<file path="src/hdl/indexed_list_store_core_defines.svh">
// ----------------------------------------------------------------------------
// Indexed list store assertion macros
// Shared property wrappers for the concurrent checks of the list store.
// ----------------------------------------------------------------------------
`ifndef INDEXED_LIST_STORE_CORE_DEFINES_SVH
`define INDEXED_LIST_STORE_CORE_DEFINES_SVH

// Same-cycle implication, sampled on clock, off during reset.
`define ILS_ASSERT_NOW(label, pre, post) \
   label: assert property (@(posedge clock) disable iff (reset) (pre) |-> (post)) \
      else $error("indexed list store check failed");

// Next-cycle implication, sampled on clock, off during reset.
`define ILS_ASSERT_NEXT(label, pre, post) \
   label: assert property (@(posedge clock) disable iff (reset) (pre) |=> (post)) \
      else $error("indexed list store check failed");

`endif

</file>
<file path="src/hdl/ils_pkg.sv">
// ----------------------------------------------------------------------------
// Indexed list store package
// Sizes, operation and status codes, and the command struct for the cell row.
// ----------------------------------------------------------------------------
package ils_pkg;

   localparam int CAPACITY   = 64;
   localparam int WORD_W     = 32;
   localparam int POS_W      = 6;
   localparam int FUNC_W     = 3;
   localparam int RSP_CNT_W  = 7;
   localparam int IDX_W      = $clog2(CAPACITY);
   localparam int CNT_W      = $clog2(CAPACITY + 1);
   localparam int CMP_W      = (CNT_W > POS_W) ? CNT_W : POS_W;
   // Only the first 2**POS_W entries can be addressed by a request.
   localparam int READ_N     = (CAPACITY < (1 << POS_W)) ? CAPACITY : (1 << POS_W);
   localparam int GRP_SIZE   = 8;
   localparam int NGRP       = (READ_N + GRP_SIZE - 1) / GRP_SIZE;

   typedef enum logic [FUNC_W-1:0] {
      FUNC_APPEND = 3'd0,
      FUNC_REMOVE = 3'd1,
      FUNC_INSERT = 3'd2,
      FUNC_ERASE  = 3'd3,
      FUNC_READ   = 3'd4,
      FUNC_CLEAR  = 3'd5
   } func_type;

   typedef enum logic [1:0] {
      ST_OK    = 2'd0,
      ST_RANGE = 2'd1,
      ST_FULL  = 2'd2
   } status_type;

   // Broadcast to every cell in the cycle an item is accepted.
   typedef struct packed {
      logic              ins;    // open a slot at pos and load value there
      logic              ers;    // close the slot at pos
      logic [CMP_W-1:0]  pos;
      logic [WORD_W-1:0] value;
   } cell_cmd_type;

   // Response fields that travel with an item down the pipeline.
   typedef struct packed {
      logic [1:0]           status;
      logic [RSP_CNT_W-1:0] count;
      logic                 is_empty;
      logic                 rd_ok;
   } rsp_info_type;

endpackage

</file>
<file path="src/hdl/ils_cell.sv">
// ----------------------------------------------------------------------------
// Indexed list store cell
// One entry of the list; shifts up from the left or down from the right.
// ----------------------------------------------------------------------------
module ils_cell (
   input  logic                             clock,
   input  logic [ils_pkg::IDX_W-1:0]        idx,
   input  ils_pkg::cell_cmd_type            cmd,
   input  logic [ils_pkg::WORD_W-1:0]       left_word,
   input  logic [ils_pkg::WORD_W-1:0]       right_word,
   output logic [ils_pkg::WORD_W-1:0]       word_out,
   output logic [ils_pkg::WORD_W-1:0]       sel_word
);

   logic [ils_pkg::WORD_W-1:0] word_ff;
   logic [ils_pkg::WORD_W-1:0] word_in;
   logic [ils_pkg::CMP_W-1:0]  my_idx;

   assign my_idx = ils_pkg::CMP_W'(idx);

   always_comb begin
      word_in = word_ff;
      if (cmd.ins) begin
         if (my_idx > cmd.pos) begin
            word_in = left_word;
         end else if (my_idx == cmd.pos) begin
            word_in = cmd.value;
         end
      end else if (cmd.ers) begin
         if (my_idx >= cmd.pos) begin
            word_in = right_word;
         end
      end
   end

   always_ff @(posedge clock) begin
      word_ff <= word_in;
   end

   assign word_out = word_ff;
   // Only the addressed cell puts its word on the read tree.
   assign sel_word = (my_idx == cmd.pos) ? word_ff : '0;

endmodule

</file>
<file path="config.mk">
export PLATFORM = sky130hd
export DESIGN_NAME = ils_cell
export DESIGN_NICKNAME = d
export VERILOG_FILES = /design/src/hdl/indexed_list_store_core_defines.svh /design/src/hdl/ils_pkg.sv /design/src/hdl/ils_cell.sv
export SDC_FILE = /design/constraint.sdc
export NUM_CORES = 1
export LEC_CHECK = 0
export BUFFER_PORTS_ARGS = -buffer_cell sky130_fd_sc_hd__buf_2
export CORE_AREA = 3 3 94 69
export DETAILED_ROUTE_END_ITERATION = 7
export DIE_AREA = 0 0 97 72
export GPL_ROUTABILITY_DRIVEN = 0
export PLACE_DENSITY_LB_ADDON = 0.2
export RECOVER_POWER = 100
export SLEW_MARGIN = 30
export SYNTH_ARGS = -nofsm -noshare
export SYNTH_HDL_FRONTEND = slang
export SYNTH_SLANG_ARGS = --single-unit
</file>
<file path="constraint.sdc">
create_clock -name clock -period 5.9 [get_ports clock]
set_input_delay 1.18 -clock clock [delete_from_list [all_inputs] [get_ports clock]]
set_output_delay 1.18 -clock clock [all_outputs]
set_load 0.01 [all_outputs]
</file>
[After elaboration in Yosys (flattened, before gate mapping)]
Cells that the tools add are included.
Word-level totals
  register bits: 32
  input bits: 112
  word-level logic and storage cells: 14
Cells by class
  order comparisons: 2
  eq/ne operators: 2
  multiplexer cells: 6
  reduce and logical (&&, ||, !) cells: 3
Operators by type and width (count)
  two-way mux 32 bit: 6
  equality test 6 x 7 -> 1 bit: 1
  greater-or-equal comparator 6 x 7 -> 1 bit: 1
  > comparator 6 x 7 -> 1 bit: 1
  nonzero test 2 bit: 2
  inequality test 3 x 1 -> 1 bit (second input constant): 1
  AND reduction 3 bit: 1

[Longest topological paths before layout]
  depth in word-level cells: 4
  depth in mapped cells: 8

[Least setup slack after synthesis]
OpenSTA, ideal clock, no wires.
  kind: in2reg
  from: input cmd[37] (netlist bit)
  to: register word_ff (netlist bit word_out[0]) (enable)
  library setup time: 0.441 ns
  arrival: 3.855 ns
  slack: 1.604 ns
  stages on the path: 6
  buffers on the path: 1
  path through: inv_1 ha_1 and4b_1 o21ai_1 buf_2 a31oi_1
On the way
  cells in the longest elaborated chain, start to end: 3
  elaborated cells on any way between the ends: 6
Ends and longest elaborated chain
  start, declared: RTL line ils_cell.sv:8  | input ils_pkg::cell_cmd_type cmd,
  > comparator 6 x 7 -> 1 bit, or another cell as far along: RTL line ils_cell.sv:24  | if (my_idx > cmd.pos) begin
  inequality test 3 x 1 -> 1 bit (no line) / nonzero test 2 bit (equally long branches)
  AND reduction 3 bit (no line) *
  end signal, assigned: RTL line ils_cell.sv:37  | word_ff <= word_in;
  end, declared: RTL line ils_cell.sv:15  | logic [ils_pkg::WORD_W-1:0] word_ff;
Mark *: on every way between the ends. The rest lies on a longest branch, timed or not.
A chain may end at the register's enable or synchronous reset.

[Worst setup path after layout]
  from: input idx[2] (netlist bit)
  to: register word_ff (netlist bit word_out[14]) (enable)
On the way
  cells in the longest elaborated chain, start to end: 3
  elaborated cells on any way between the ends: 6
Ends and longest elaborated chain
  start, declared: RTL line ils_cell.sv:7  | input logic [ils_pkg::IDX_W-1:0] idx,
  > comparator 6 x 7 -> 1 bit, or another cell as far along: RTL line ils_cell.sv:24
  inequality test 3 x 1 -> 1 bit (no line) / nonzero test 2 bit (equally long branches)
  AND reduction 3 bit (no line) *
Marks and branches as above.

==> impl_metrics.ini <==
[clock_network]
clk_pin_slew_ns = 0.06
postCtsHoldBufs = 0
post_cts_resized = 0
cts_buffers = 5
cts_tree = built
post-cts-setup-buffer-count = 0
clk_path_buf_depth = 2
htreeDepth = 2
cts-root-buf = clkbuf_8
cts.sinks = 32

[sta]
maxSlewViolCount = 51
holdWs_ns = 1.23
finalCriticalPeriod_ns = 4.55
post-route-period-util_pct = 77.2
fmax_mhz = 220
grt_setup_unrepaired = false
fin_tns_setup_ns = 0
tightestPinTransition_ns = 1.84
final-hold-violation-count = 0
setup_violations = 0
slew_headroom_pct = -23.1

[setup_path]
path_class = input port to flop
start_kind = input port
crit_fanout = 33
required_ns = 5.93
worstPathCellList = buf_2, ha_1, and3b_1, o21ai_0, clkbuf_1, a31oi_1, buf_8
cp_slowest_cell = clkbuf_1
endpoint = word_out[14]
slowest_delay_ns = 1.15
cp-end-kind = flop
arrival_ns = 4.59
cp-startpoint = idx[2]

[synth]
ys.flop_type = edfxtp_1
yosysWarningCount = 0
ys_types = 22
synthesis.nets = 403
synth_top_cells_by_area = edfxtp_1 (37%), o2111ai_1 (11%), a31oi_1 (8.0%)
synth_common_cells = a31oi_1 (33), nand3_1 (33), nand4_1 (33)
yosysTopAreaCell = edfxtp_1
avgSynthCellArea_um2 = 9.01
synth-seq-cells = 32
synthArstFlopShare_pct = 0
synth-edff-count = 32
syn_inst = 285
yosysSeqAreaShare_pct = 37.4
synthesis.area_mm2 = 0.00257
netlist.area_leader.share_pct = 37.4

[grt]
grt_pass1_vias = 2587
grtUsageTotal_pct = 21.9
antenna_found_initial = 0
grt_overflow = 0
grt_first_pass_wirelength_um = 12500
grt_max_degree = 71

[power_and_ir_drop]
p_per_area_mw_per_mm2 = 180
total_leakage_power_nw = 1.39
ir_drop_mv = 0.0921

[hold_path]
hp-class = input port to flop

[floorplan]
die_w_um = 97
io_pins = 176
initial_utilization_pct = 45.3
core-area_mm2 = 0.00567
dieArea_mm2 = 0.00698
die_h_um = 72
rows = 23

[flow_run]
cap_violations = 2

[finish]
largest_reg_flops = 32
nNetsFinal = 555
diodes = 0
areaGrowthSynthToFinish_pct = 32.9
drive_above_1_share_pct = 29.0

[detailed_routing]
drt_iter0_drc = 195
via_per_inst = 5.73
drc_errors = 0
ant_nets = 0
dr.pass1.iters = 5
wirelength_um = 7940
vias = 2941
wl_per_cell_um = 15.5

[status]
violations = capacitance limit, slew limit
status = finished with violations

[placement]
io_buffers = 175
dp_hpwl_um = 5700
-- final cells by class --
cell class / instances / area, um^2
Fill cell: 563 / 2260
Multi-Input combinational cell: 211 / 1410
Tap cell: 75 / 93.8
Timing Repair Buffer: 181 / 850
Sequential cell: 32 / 961
Clock inverter: 1 / 3.75
Inverter: 6 / 22.5
Clock buffer: 7 / 76.3
-- critical path, delay by kind of cell --
kind            cells  cell delay [ns]
buf+inv             3             1.69
compound gates      2             1.18
fa+ha+maj           1             0.33
simple gates        1             0.19
-- power by group --
part / switching, mW / internal, mW / leakage, nW / total [mW]
sequential: 0.0128 / 0.284 / 0.288 / 0.296
clock: 0.0759 / 0.0820 / 0.0399 / 0.158
combinational: 0.0920 / 0.0691 / 1.06 / 0.161
-- worst min-delay path by stage --
stage,startpoint,end,slack (ns),cells past startpoint
finish,cmd[21],word_out[21],1.23,3
global route,cmd[23],word_out[23],1.25,3
CTS,cmd[21],word_out[21],1.23,3
detailed placement,cmd[21],word_out[21],1.52,3
global placement,cmd[5],word_out[5],1.51,3
floorplan,cmd[0],word_out[0],1.41,2
-- cell families after synthesis --
kind of cell	Yosys count	share of synthesized area [%]
DFF	32	37.4
buffers and inverters	42	7.94
and+or+nand+nor	134	31.3
adders and majority gates	6	2.92
AOI/OAI and AO/OA	71	20.4
-- cells in the final DEF, fill, tap and decap left out, types with 27 or more instances in the layout --
cell type,instances
nand4_1,33
edfxtp_1,32
o2111ai_1,32
a31oi_1,33
and2_1,27
nand3_1,33
nor2b_1,32
buf_2,115
clkbuf_1,63
-- per-stage QoR --
stage	area (um^2)	std cells	utilization (%)	setup WS, ns	power (mW)
floorplan	2570	285	-	1.60	0.387
global placement	3420	504	60.3	1.56	0.466
detailed placement	3440	505	60.6	1.49	0.470
CTS	3520	513	62.0	1.50	0.627
global route	3410	513	60.2	1.04	0.653
finish	3410	513	60.2	1.35	0.615
-- metal layers --
metal / up-vias / wire length (um) / track usage, %
li1: 1434 / - / -
met1: 1307 / 3200 / 29.0
met2: 185 / 3790 / 36.1
met3: 15 / 819 / 4.90
met4: 0 / 128 / 6.85
met5: - / 0 / 0
Power figures use the tool's default switching activity.
